<file path="config.mk">
export PLATFORM = sky130hd
export DESIGN_NAME = packet_buffer_drop_tail_scheduler
export DESIGN_NICKNAME = d
export VERILOG_FILES = /design/src/hw/rtl/pbdt_pkg.sv /design/src/hw/rtl/pbdt_cell.sv /design/src/hw/rtl/packet_buffer_drop_tail_scheduler.sv
export VERILOG_INCLUDE_DIRS = /design/src /design/src/hw/rtl
export SDC_FILE = /design/constraint.sdc
export NUM_CORES = 1
export LEC_CHECK = 0
export BUFFER_PORTS_ARGS = -buffer_cell sky130_fd_sc_hd__buf_4
export CAP_MARGIN = 30
export CORE_MARGIN = 3
export CORE_UTILIZATION = 23
export CTS_BUF_LIST = sky130_fd_sc_hd__clkbuf_4 sky130_fd_sc_hd__clkbuf_8
export DETAILED_ROUTE_END_ITERATION = 16
export PLACE_DENSITY = 0.36
export SLEW_MARGIN = 0
export SYNTH_ARGS = -nofsm -noshare
export SYNTH_HDL_FRONTEND = slang
export SYNTH_SLANG_ARGS = --single-unit
</file>
<file path="constraint.sdc">
create_clock -name clock -period 5.8 [get_ports clock]
set_input_delay 1.45 -clock clock [delete_from_list [all_inputs] [get_ports clock]]
set_output_delay 1.45 -clock clock [all_outputs]
set_load 0.005 [all_outputs]
</file>
<file path="src/hw/rtl/packet_buffer_drop_tail_scheduler_macros.svh">
// ---------------------------------------------------------------------------
// packet buffer scheduler assertion macros
// clocked assertion wrappers, compiled out for synthesis
// ---------------------------------------------------------------------------
`ifndef PACKET_BUFFER_DROP_TAIL_SCHEDULER_MACROS_SVH
`define PACKET_BUFFER_DROP_TAIL_SCHEDULER_MACROS_SVH

`ifndef SYNTHESIS
// check held off while reset is high
`define PBDT_ASSERT(label, prop) \
   label: assert property (@(posedge clock) disable iff (reset) prop) \
      else $error("pbdt assertion failed");
// check also active during reset
`define PBDT_ASSERT_ALWAYS(label, prop) \
   label: assert property (@(posedge clock) prop) \
      else $error("pbdt assertion failed");
`else
`define PBDT_ASSERT(label, prop)
`define PBDT_ASSERT_ALWAYS(label, prop)
`endif

`endif

</file>
<file path="src/hw/rtl/pbdt_pkg.sv">
// ---------------------------------------------------------------------------
// pbdt_pkg
// shared constants and types of the packet buffer scheduler
// ---------------------------------------------------------------------------
package pbdt_pkg;

   localparam int BUF_DEPTH_DEFAULT = 16;
   localparam int TIME_BITS_DEFAULT = 32;

   // configuration port
   localparam int CSR_ADDR_BITS     = 3;
   localparam int CSR_DATA_BITS     = 32;
   localparam int BUFFER_SIZE_BITS  = 5;
   localparam logic [BUFFER_SIZE_BITS-1:0] BUFFER_SIZE_RESET = 5'd1;
   localparam logic [CSR_ADDR_BITS-3:0]    REG_BUFFER_SIZE   = 1'b0;

   // stream payload widths
   localparam int REQ_DATA_BITS = 48;
   localparam int RSP_DATA_BITS = 64;
   localparam int FIELD_BITS    = 32;
   localparam int SERVICE_BITS  = 16;

   // control broadcast to every cell of the chain
   typedef struct packed {
      logic shift;
      logic load;
      logic clear;
   } cell_ctrl_type;

endpackage

</file>
<file path="src/hw/rtl/pbdt_cell.sv">
// ---------------------------------------------------------------------------
// pbdt_cell
// one slot of the finish time chain: holds, loads, clears or takes its neighbor
// ---------------------------------------------------------------------------
module pbdt_cell #(
   parameter int TIME_BITS = 32,
   parameter int OCC_BITS  = 5,
   parameter int INDEX     = 0
) (
   input  logic                   clock,
   input  logic                   reset,
   input  pbdt_pkg::cell_ctrl_type ctrl,
   input  logic [OCC_BITS-1:0]    occupancy,
   input  logic [TIME_BITS-1:0]   load_value,
   input  logic [TIME_BITS-1:0]   next_value,
   input  logic                   next_valid,
   output logic [TIME_BITS-1:0]   value,
   output logic                   valid
);
   import pbdt_pkg::*;

   logic [TIME_BITS-1:0] value_ff, value_in;
   logic                 valid_ff, valid_in;
   logic                 selected;

   assign selected = (occupancy == OCC_BITS'(INDEX));

   always_comb begin
      value_in = value_ff;
      valid_in = valid_ff;
      if (ctrl.clear) begin
         valid_in = 1'b0;
      end else if (ctrl.shift) begin
         value_in = next_value;
         valid_in = next_valid;
      end else if (ctrl.load && selected) begin
         value_in = load_value;
         valid_in = 1'b1;
      end
   end

   always_ff @(posedge clock) begin
      if (reset) begin
         valid_ff <= 1'b0;
      end else begin
         valid_ff <= valid_in;
      end
      value_ff <= value_in;
   end

   assign value = value_ff;
   assign valid = valid_ff;

endmodule

</file>
<file path="src/hw/rtl/packet_buffer_drop_tail_scheduler.sv">
// ---------------------------------------------------------------------------
// packet_buffer_drop_tail_scheduler
// drop-tail packet buffer timing: retire, admit or drop, schedule
// flow: capture request, retire expired entries one per cycle, decide, register response
// a new request is accepted only back in idle, after the previous response is registered;
//   the decide step waits while the output register still holds an untaken response
// reset: queue empty, buffer_size = 1, no response pending
// ---------------------------------------------------------------------------
`include "packet_buffer_drop_tail_scheduler_macros.svh"

module packet_buffer_drop_tail_scheduler #(
   parameter int BUF_DEPTH = pbdt_pkg::BUF_DEPTH_DEFAULT,
   parameter int TIME_BITS = pbdt_pkg::TIME_BITS_DEFAULT
) (
   input  logic                                clock,
   input  logic                                reset,
   // request stream
   input  logic                                req_tvalid,
   output logic                                req_tready,
   // [31:0] arrival_time, [47:32] service_time
   input  logic [pbdt_pkg::REQ_DATA_BITS-1:0]  req_tdata,
   // last_packet
   input  logic                                req_tlast,
   // response stream
   output logic                                rsp_tvalid,
   input  logic                                rsp_tready,
   // [31:0] start_time, [63:32] finish_time
   output logic [pbdt_pkg::RSP_DATA_BITS-1:0]  rsp_tdata,
   // [0] dropped
   output logic                                rsp_tuser,
   // configuration port
   input  logic                                csr_psel,
   input  logic                                csr_penable,
   input  logic                                csr_pwrite,
   input  logic [pbdt_pkg::CSR_ADDR_BITS-1:0]  csr_paddr,
   input  logic [pbdt_pkg::CSR_DATA_BITS-1:0]  csr_pwdata,
   output logic [pbdt_pkg::CSR_DATA_BITS-1:0]  csr_prdata,
   output logic                                csr_pready
);
   import pbdt_pkg::*;

   localparam int OCC_BITS = $clog2(BUF_DEPTH + 1);
   localparam int CAP_BITS = (OCC_BITS > BUFFER_SIZE_BITS) ? OCC_BITS : BUFFER_SIZE_BITS;
   localparam int SRV_MAX  = (TIME_BITS > SERVICE_BITS) ? TIME_BITS : SERVICE_BITS;
   localparam int SUM_BITS = SRV_MAX + 1;
   localparam int EXT_BITS = TIME_BITS + FIELD_BITS;

   // sequencer states
   localparam logic [1:0] S_IDLE   = 2'd0;
   localparam logic [1:0] S_RETIRE = 2'd1;
   localparam logic [1:0] S_DECIDE = 2'd2;

   // ------------------------------------------------------------------
   // configuration register
   // ------------------------------------------------------------------
   logic [BUFFER_SIZE_BITS-1:0] buffer_size_ff, buffer_size_in;
   logic                        csr_write;
   logic                        csr_hit;

   assign csr_pready = 1'b1;
   assign csr_hit    = (csr_paddr[CSR_ADDR_BITS-1:2] == REG_BUFFER_SIZE);
   assign csr_write  = csr_psel && csr_penable && csr_pwrite && csr_pready;

   always_comb begin
      buffer_size_in = buffer_size_ff;
      if (csr_write && csr_hit) begin
         buffer_size_in = csr_pwdata[BUFFER_SIZE_BITS-1:0];
      end
   end

   assign csr_prdata = csr_hit ? CSR_DATA_BITS'(buffer_size_ff) : '0;

   // ------------------------------------------------------------------
   // request capture
   // ------------------------------------------------------------------
   logic [1:0]              state_ff, state_in;
   logic [TIME_BITS-1:0]    arrival_ff, arrival_in;
   logic [SERVICE_BITS-1:0] service_ff, service_in;
   logic                    last_ff, last_in;
   logic [OCC_BITS-1:0]     occ_ff, occ_in;
   logic [TIME_BITS-1:0]    newest_ff, newest_in;
   logic                    req_take;
   logic [EXT_BITS-1:0]     arrival_ext;

   // arrival is masked to the time width (or zero-extended)
   assign arrival_ext = {TIME_BITS'(0), req_tdata[FIELD_BITS-1:0]};
   assign req_tready  = (state_ff == S_IDLE);
   assign req_take    = req_tvalid && req_tready;

   // ------------------------------------------------------------------
   // cell chain: cell 0 holds the oldest finish time
   // ------------------------------------------------------------------
   cell_ctrl_type        cell_ctrl;
   logic [TIME_BITS-1:0] value_vec [BUF_DEPTH];
   logic [BUF_DEPTH-1:0] valid_vec;
   logic [TIME_BITS-1:0] push_value;

   for (genvar i = 0; i < BUF_DEPTH; i++) begin : g_cell
      logic [TIME_BITS-1:0] nbr_value;
      logic                 nbr_valid;
      if (i == BUF_DEPTH - 1) begin : g_tail
         assign nbr_value = '0;
         assign nbr_valid = 1'b0;
      end else begin : g_body
         assign nbr_value = value_vec[i+1];
         assign nbr_valid = valid_vec[i+1];
      end
      pbdt_cell #(
         .TIME_BITS (TIME_BITS),
         .OCC_BITS  (OCC_BITS),
         .INDEX     (i)
      ) u_cell (
         .clock      (clock),
         .reset      (reset),
         .ctrl       (cell_ctrl),
         .occupancy  (occ_ff),
         .load_value (push_value),
         .next_value (nbr_value),
         .next_valid (nbr_valid),
         .value      (value_vec[i]),
         .valid      (valid_vec[i])
      );
   end

   // head entry finished at or before the arrival
   logic head_expired;
   assign head_expired = valid_vec[0] && (value_vec[0] <= arrival_ff);

   // ------------------------------------------------------------------
   // admission and scheduling
   // ------------------------------------------------------------------
   logic [CAP_BITS-1:0]  size_ext;
   logic [CAP_BITS-1:0]  capacity;
   logic                 drop;
   logic [TIME_BITS-1:0] start_calc;
   logic [SUM_BITS-1:0]  finish_sum;
   logic                 saturate;
   logic [TIME_BITS-1:0] finish_calc;
   logic                 decide_go;

   // out-of-range size: zero acts as one, above depth acts as depth
   assign size_ext = CAP_BITS'(buffer_size_ff);
   always_comb begin
      if (buffer_size_ff == '0) begin
         capacity = CAP_BITS'(1);
      end else if (size_ext > CAP_BITS'(BUF_DEPTH)) begin
         capacity = CAP_BITS'(BUF_DEPTH);
      end else begin
         capacity = size_ext;
      end
   end

   assign drop = (CAP_BITS'(occ_ff) >= capacity);

   // start after the newest held packet, if any
   assign start_calc = ((occ_ff != '0) && (newest_ff > arrival_ff)) ? newest_ff : arrival_ff;

   // saturating finish time
   assign finish_sum  = SUM_BITS'(start_calc) + SUM_BITS'(service_ff);
   assign saturate    = (finish_sum > SUM_BITS'({TIME_BITS{1'b1}}));
   assign finish_calc = saturate ? {TIME_BITS{1'b1}} : finish_sum[TIME_BITS-1:0];
   assign push_value  = finish_calc;

   // the output register must be free to hand over the response
   assign decide_go = (state_ff == S_DECIDE) && (!rsp_tvalid || rsp_tready);

   always_comb begin
      cell_ctrl.shift = (state_ff == S_RETIRE) && head_expired;
      cell_ctrl.load  = decide_go && !drop;
      cell_ctrl.clear = decide_go && last_ff;
   end

   // ------------------------------------------------------------------
   // sequencer
   // ------------------------------------------------------------------
   always_comb begin
      state_in   = state_ff;
      arrival_in = arrival_ff;
      service_in = service_ff;
      last_in    = last_ff;
      occ_in     = occ_ff;
      newest_in  = newest_ff;
      case (state_ff)
         S_IDLE: begin
            if (req_take) begin
               arrival_in = arrival_ext[TIME_BITS-1:0];
               service_in = req_tdata[FIELD_BITS+SERVICE_BITS-1:FIELD_BITS];
               last_in    = req_tlast;
               state_in   = S_RETIRE;
            end
         end
         S_RETIRE: begin
            // one retirement per cycle, shifting the chain toward cell 0
            if (head_expired) begin
               occ_in = occ_ff - OCC_BITS'(1);
            end else begin
               state_in = S_DECIDE;
            end
         end
         S_DECIDE: begin
            if (decide_go) begin
               if (last_ff) begin
                  occ_in = '0;
               end else if (!drop) begin
                  occ_in = occ_ff + OCC_BITS'(1);
               end
               if (!drop) begin
                  newest_in = finish_calc;
               end
               state_in = S_IDLE;
            end
         end
         default: begin
            state_in = S_IDLE;
         end
      endcase
   end

   // ------------------------------------------------------------------
   // response register
   // ------------------------------------------------------------------
   logic                  rsp_valid_ff, rsp_valid_in;
   logic                  rsp_drop_ff, rsp_drop_in;
   logic [FIELD_BITS-1:0] rsp_start_ff, rsp_start_in;
   logic [FIELD_BITS-1:0] rsp_finish_ff, rsp_finish_in;
   logic [EXT_BITS-1:0]   start_ext;
   logic [EXT_BITS-1:0]   finish_ext;

   assign start_ext  = {FIELD_BITS'(0), start_calc};
   assign finish_ext = {FIELD_BITS'(0), finish_calc};

   always_comb begin
      rsp_valid_in  = rsp_valid_ff;
      rsp_drop_in   = rsp_drop_ff;
      rsp_start_in  = rsp_start_ff;
      rsp_finish_in = rsp_finish_ff;
      if (rsp_valid_ff && rsp_tready) begin
         rsp_valid_in = 1'b0;
      end
      if (decide_go) begin
         rsp_valid_in  = 1'b1;
         rsp_drop_in   = drop;
         // dropped packets report zero times
         rsp_start_in  = drop ? '0 : start_ext[FIELD_BITS-1:0];
         rsp_finish_in = drop ? '0 : finish_ext[FIELD_BITS-1:0];
      end
   end

   assign rsp_tvalid = rsp_valid_ff;
   assign rsp_tuser  = rsp_drop_ff;
   assign rsp_tdata  = {rsp_finish_ff, rsp_start_ff};

   // ------------------------------------------------------------------
   // registers
   // ------------------------------------------------------------------
   always_ff @(posedge clock) begin
      if (reset) begin
         state_ff       <= S_IDLE;
         occ_ff         <= '0;
         rsp_valid_ff   <= 1'b0;
         buffer_size_ff <= BUFFER_SIZE_RESET;
      end else begin
         state_ff       <= state_in;
         occ_ff         <= occ_in;
         rsp_valid_ff   <= rsp_valid_in;
         buffer_size_ff <= buffer_size_in;
      end
      arrival_ff    <= arrival_in;
      service_ff    <= service_in;
      last_ff       <= last_in;
      newest_ff     <= newest_in;
      rsp_drop_ff   <= rsp_drop_in;
      rsp_start_ff  <= rsp_start_in;
      rsp_finish_ff <= rsp_finish_in;
   end

   // ------------------------------------------------------------------
   // assertions
   // ------------------------------------------------------------------
   // configuration port never waits
   `PBDT_ASSERT_ALWAYS(a_pready_high, csr_pready)
   // chain valid bits always agree with the occupancy count
   `PBDT_ASSERT(a_occ_matches_chain, ($countones(valid_vec) == int'(occ_ff)))
   // each retire cycle removes exactly one entry
   `PBDT_ASSERT(a_retire_one, (state_ff == S_RETIRE && head_expired) |=> (occ_ff == $past(occ_ff) - OCC_BITS'(1)))
   // a last packet leaves the queue empty
   `PBDT_ASSERT(a_last_clears, (decide_go && last_ff) |=> (occ_ff == '0))
   // a dropped packet carries zero times
   `PBDT_ASSERT(a_drop_zero, (rsp_tvalid && rsp_tuser) |-> (rsp_tdata == '0))
   // admitted packets never overfill the chain
   `PBDT_ASSERT(a_no_overfill, (decide_go && !drop) |-> (occ_ff < OCC_BITS'(BUF_DEPTH)))

endmodule
</file>
Word level (Yosys, flattened, before mapping)
Cells that the tools add are included.

Bits in registers: 687. Bits of input ports: 91. Output and inout bits: 100. Logic and storage cells: 227.

Add/subtract/negate cells: 3. Magnitude comparators: 5. Equal/unequal tests: 22. Muxes and demuxes: 77. Bitwise gates (word level): 3. Reductions and logical operators: 74.

Operators by type and width (count): $mux 32 (33); $eq 5x4->1 const B (8); $reduce_bool 2->1 (18); $mux 5 (7); $reduce_and 2->1 (17); $add 32x16->33 (1); $gt 33x32->1 const B (1); $gt 32x32->1 (1); $le 32x32->1 (1); $mux 1 (32); $logic_and 1x1->1 (27); $eq 5x3->1 const B (4); $eq 5x2->1 const B (2); $logic_not 5->1 (2); $pmux 5 s2 (1); $mux 2 (3); $ne 2x2->1 const B (3); $pmux 2 s3 (1); $reduce_and 3->1 (2); $add 5x1->5 const B (1); $eq 5x1->1 const B (1); $ge 5x5->1 (1); $gt 5x5->1 const B (1); $reduce_bool 5->1 (1); other kinds (12) (15).

Logic depth before layout (Yosys ltp)
Word-level depth: 9. Mapped depth: 25. Mapped depth without buffers: 19.

Hierarchy
From an unflattened synthesis, not the netlist that was laid out.

Cells, all modules: 2092. Area total of the unflattened synthesis: 32407.3 um^2.

By module, submodules not included: packet_buffer_drop_tail_scheduler (times used 1, cells an instance 876, area an instance 9585.4 um^2, sequential area each 4644.5 um^2); pbdt_cell at g_cell[10].u_cell ... (times used 4, cells an instance 76, area an instance 1420.1 um^2, sequential area each 980.9 um^2); pbdt_cell at g_cell[1].u_cell ... (times used 4, cells an instance 76, area an instance 1415.1 um^2, sequential area each 980.9 um^2); pbdt_cell at g_cell[13].u_cell ... (times used 2, cells an instance 76, area an instance 1428.9 um^2, sequential area each 980.9 um^2); pbdt_cell at g_cell[11].u_cell ... (times used 2, cells an instance 76, area an instance 1422.6 um^2, sequential area each 980.9 um^2); pbdt_cell at g_cell[0].u_cell (times used 1, cells an instance 77, area an instance 1511.4 um^2, sequential area each 980.9 um^2); pbdt_cell at g_cell[15].u_cell (times used 1, cells an instance 76, area an instance 1431.4 um^2, sequential area each 980.9 um^2); pbdt_cell at g_cell[3].u_cell (times used 1, cells an instance 75, area an instance 1422.6 um^2, sequential area each 980.9 um^2); pbdt_cell at g_cell[12].u_cell (times used 1, cells an instance 76, area an instance 1412.6 um^2, sequential area each 980.9 um^2).

Least setup slack after synthesis
Ideal clock, no wire load.

Kind: register -> register. Start: register buffer_size_ff[1]. End: register g_cell[15].u_cell.value_ff[0], enable pin. Setup time: 0.421 ns. Arrival: 5.052 ns. Data required time: 5.379 ns. Setup slack: 0.327 ns. Cell stages (with the launch flop): 15. Path buffers: 1. Period minus slack after synthesis: 5.473 ns. Path through: dfxtp_1 -> nor3_1 -> nor2_1 -> nor2_1 -> ha_1 -> nand2b_1 -> a21o_1 -> a21o_1 -> a21o_1 -> a21oi_1 -> inv_1 -> clkbuf_1 -> nor2_1 -> a21oi_1 -> nor2_1.

Word-level cells in the longest chain between the ends: 9. Elaborated cells on any way between the ends: 10. Classes of those cells: order compare: 2; mux: 2; reduce/logical: 6.

Ends and longest elaborated chain: from (decl) (line packet_buffer_drop_tail_scheduler.sv:56) `logic [BUFFER_SIZE_BITS-1:0] buffer_size_ff, buffer_size_in;`; from (signal assigned) (line packet_buffer_drop_tail_scheduler.sv:266) `buffer_size_ff <= buffer_size_in;`; $gt 5x5->1 (line packet_buffer_drop_tail_scheduler.sv:146) `end else if (size_ext > CAP_BITS'(BUF_DEPTH)) begin`; $mux 5 (line packet_buffer_drop_tail_scheduler.sv:146); $mux 5 (*) (line packet_buffer_drop_tail_scheduler.sv:144) `if (buffer_size_ff == '0) begin`; $ge 5x5->1 (*) (line packet_buffer_drop_tail_scheduler.sv:153) `assign drop = (CAP_BITS'(occ_ff) >= capacity);`; $logic_not 1->1 (*); $logic_and 1x1->1 (*) (line packet_buffer_drop_tail_scheduler.sv:169) `cell_ctrl.load = decide_go && !drop;`; $logic_and 1x1->1 (*) (line pbdt_cell.sv:36) `end else if (ctrl.load && selected) begin`; $reduce_bool 2->1 (no source line) (*); $reduce_and 2->1 (no source line) (*); to (signal assigned) (line pbdt_cell.sv:48) `value_ff <= value_in;`; to (decl) (line pbdt_cell.sv:22) `logic [TIME_BITS-1:0] value_ff, value_in;`.

Mark *: on every way between the ends. The rest lies on a longest branch, timed or not. A chain may end at the register's enable or synchronous reset.

Worst setup path in the final report
Start: register arrival_ff[31]. End: register g_cell[14].u_cell.value_ff[27] (data pin).

Word-level cells in the longest chain between the ends: 8. Elaborated cells on any way between the ends: 11. Classes of those cells: add/sub: 1; order compare: 3; mux: 4; reduce/logical: 3.

Ends and longest elaborated chain: from (decl) (line packet_buffer_drop_tail_scheduler.sv:77) `logic [TIME_BITS-1:0] arrival_ff, arrival_in;`; from (signal assigned) (line packet_buffer_drop_tail_scheduler.sv:268) `arrival_ff <= arrival_in;`; $gt 32x32->1 (*) (line packet_buffer_drop_tail_scheduler.sv:156) `assign start_calc = ((occ_ff != '0) && (newest_ff > arrival_ff)) ? newest_ff : arrival_ff;`; $logic_and 1x1->1 (*) (line packet_buffer_drop_tail_scheduler.sv:156); $mux 32 (*) (line packet_buffer_drop_tail_scheduler.sv:156); named net start_calc[0] (line packet_buffer_drop_tail_scheduler.sv:135) `logic [TIME_BITS-1:0] start_calc;`; $add 32x16->33 (*) (line packet_buffer_drop_tail_scheduler.sv:159) `assign finish_sum = SUM_BITS'(start_calc) + SUM_BITS'(service_ff);`; $gt 33x32->1 (line packet_buffer_drop_tail_scheduler.sv:160) `assign saturate = (finish_sum > SUM_BITS'({TIME_BITS{1'b1}}));`; $mux 32 (*) (line packet_buffer_drop_tail_scheduler.sv:161) `assign finish_calc = saturate ? {TIME_BITS{1'b1}} : finish_sum[TIME_BITS-1:0];`; $mux 32 (*) (line pbdt_cell.sv:36); $mux 32 (*) (line pbdt_cell.sv:33) `end else if (ctrl.shift) begin`; to (signal assigned) (line pbdt_cell.sv:48); to (decl) (line pbdt_cell.sv:22).

Mark *: on every way through the listed nets, which the timed path passes. The rest lies on a longest branch. The select of a mux whose other input is x is not followed.

==> qor.txt <==
status = finished, final reports clean
Die Width = 371.9 microns
Crit path top cell by count = o211ai_4
CTS Root Cell = clkbuf_8
CTS Sinks = 687
core area = 132100 sq um
Netlist Area Pre-Place = 30790 sq um
pwr/cell area = 354.3 nW/um^2
drt pass-1 iters = 6
Yosys cell types = 89
Die Area = 138300 sq um
worst endpoint required time = 6.29 ns
crit share post-route = 96.00%
cell leakage power = 12.74 nW
largest net degree at the start of global routing = 125
fmax = 179.6 MHz
slowest cell on the critical path = or4b_1
final clock skew = 0.04100 ns
CP top delay family = compound AO/OA/AOI/OAI gates
total CTS buffers = 118
Post-synth top flop = edfxtp_1
initial antenna violation count = 1
syn avg cell area = 13.39 sq um
total track usage = 12.78%
worst path buffer plus inverter count = 3
min-delay worst type = register to register
register bit count reported by yosys = 687
Final nets = 2734
Starting Density = 23.30%
Slew Viols, Final = 0
global-route wire length before repair = 133600 microns
critical setup path kind = register to register
maxcap violations = 0
Routed WL per cell = 20.41 microns
final setup fails = 0
post-synth top area cell = edfxtp_1
number of synthesized flops with an enable pin = 658
Tmin final = 5.568 ns
DP HPWL = 58140 microns
# rows = 133
DP Worst Slack = 0.02763 ns
commonest non-fill, non-tap cells in the layout = 658 x edfxtp_1, 381 x o21a_1, 267 x buf_4
Die Ht = 371.9 microns
drt via density = 4.453
FFs w/ async S/R, synth = 0%
Detailed Route Iter0 Violations = 1267
most common cell after layout, fill and taps aside = edfxtp_1
register area share after synthesis = 66.07%
CTS tree = built
startpoint types = register
drt drc = 0
post-layout worst setup margin = 0.2320 ns
clk slew on worst S/H paths = 0.06 ns
Final Hold Vio Count = 0
max incr delay on CP = 0.58 ns
Max transition margin = 34.06%
Worst IR Drop VDD = 0.0001646 V
total grt overflow = 0
CTS Buffer Depth = 3
Worst-Margin Slew = 0.9890 ns
crit end category = register
PortBufs = 133
area share of the largest cell type after synthesis = 64.18%
Synth Instances = 2299
vias after detailed routing = 19620
Ys Warns = 0
CP Cell Sequence = inv_1, ha_1, nand4_1, nor4_2, buf_4, nor3b_4, o31a_1, nor2_4, nand2_1, o21ai_0, ha_1, fa_1, a21o_1, a22o_1, o211ai_4, o211ai_4, o211ai_4, o32ai_4, or4b_1, buf_4, o21a_1
RSZ-0062 raised after global routing = false
WL final = 89930 microns
arrival time worst endpoint = 6.06 ns
io pins = 191
ranking of synthesized cells by area = edfxtp_1 64%, o21a_1 9.3%, ha_1 3.7%
number of global-route vias before repair = 20130
setup TNS = 0 ns
critical path fanouts, max = 15
Final ANT Viol Nets = 0
share of layout cells above drive strength 1 = 20.94%
GPL Wtd Cong = 0.8481
htree depth = 3
clk_lat worst skew = 0.77 ns
Layout area overhead = 20.37%
==> power breakdown <==
group / switching, mW / total (mW) / internal, mW
sequential: 0.0510 / 6.00 / 5.95
clock: 2.10 / 4.33 / 2.24
combinational: 1.59 / 2.79 / 1.21
total: 3.73 / 13.1 / 9.40
==> stage by stage <==
step                total power, mW  cell area [sq um]  hold slack (ns)  std cells  util (%)
floorplan                     7.891              30880           0.4413       2325         -
global placement              8.871              34630           0.4559       4179     26.21
detailed placement            8.917              34650           0.4554       4182     26.23
CTS                           13.39              36960           0.4671       4404     27.97
global route                  13.88              37060           0.5014       4406     28.05
finish                        13.13              37060           0.4653       4406     28.05
==> synth_stat cells, types with 4 or more instances <==
master	n
a21boi_0	4
a21o_1	34
a21oi_1	106
a21oi_2	4
a221oi_1	4
a311oi_1	17
a31oi_1	69
and2_1	26
and3_1	10
buf_1	23
buf_2	41
buf_4	45
buf_6	9
clkbuf_1	63
dfxtp_1	29
edfxtp_1	658
ha_1	91
inv_1	76
mux2i_1	5
nand2_1	122
nand2b_1	6
nand3_1	56
nand3_2	12
nand4_1	27
nor2_1	143
nor2b_1	10
nor3_1	26
nor4_1	4
o2111ai_1	4
o211ai_1	7
o211ai_2	7
o21a_1	381
o21ai_0	54
o21ai_1	4
o21ai_2	4
o22a_1	17
o311ai_0	4
or2_2	6
or3_1	11
xnor2_1	7
xor2_1	6
==> path summary, 6_finish.rpt <==
path | start | endpoint | slack [ns] | cells past startpoint
hold / removal | g_cell[9].u_cell.valid | g_cell[9].u_cell.valid | 0.47 | 2
setup reg to reg | arrival_ff[31] | g_cell[14].u_cell.value[27] | 0.23 | 21
setup / recovery | arrival_ff[31] | g_cell[14].u_cell.value[27] | 0.23 | 21
hold reg to reg | g_cell[9].u_cell.valid | g_cell[9].u_cell.valid | 0.47 | 2
==> layer usage <==
layer	track usage [%]	vias to the layer above	routed length (microns)
met1	17.55	9797	42240
li1	-	9239	-
met5	0	-	0
met3	1.844	137	3963
met4	4.510	0	2247
met2	20.50	446	41480
==> layout make-up <==
type,count,area (sq um)
inverters,76,286.5
diodes,1,2.502
fillers,13620,95070
clock inverters,71,419.2
flip-flops and latches,687,20340
clock buffers,148,1856
well taps,1755,2196
multi-input cells,1382,9608
repair buffers,286,2350
==> tightest hold or removal path: cells and delay by family, from the launching register on <==
family	cells	cell delay [ns]
AOI/OAI and AO/OA	1	0.06
DFF	1	0.31
buffers and inverters	1	0.05
==> cells by family after synthesis <==
family / after synthesis / share of synthesized area (%)
AOI/OAI and AO/OA: 762 / 17.69
DFF: 687 / 66.07
and+or+nand+nor: 475 / 7.527
buffers and inverters: 257 / 4.068
adders and majority gates: 92 / 3.763
xor gates and xnor gates: 14 / 0.4227
muxes: 10 / 0.4349
other: 2 / 0.02439
==> timing repair <==
action / 4_1_cts / 5_1_grt
setup buffers: 3 / 0
setup endpoints to repair: 7 / 406
gates resized for setup: 1 / 13
pin swaps: 0 / 3
gates cloned: 0 / 1
hold buffers: 0 / 0
hold endpoints to repair: 0 / 0
==> registers in the layout (all words and copies together), names as in the netlist, 5 cells and up <==
register	count
arrival_ff	32
buffer_size_ff	5
g_cell.u_cell.valid	16
g_cell.u_cell.value	512
newest_ff	32
occ_ff	5
rsp_finish_ff	32
rsp_start_ff	32
service_ff	16
(Power assumes the default switching activity.)
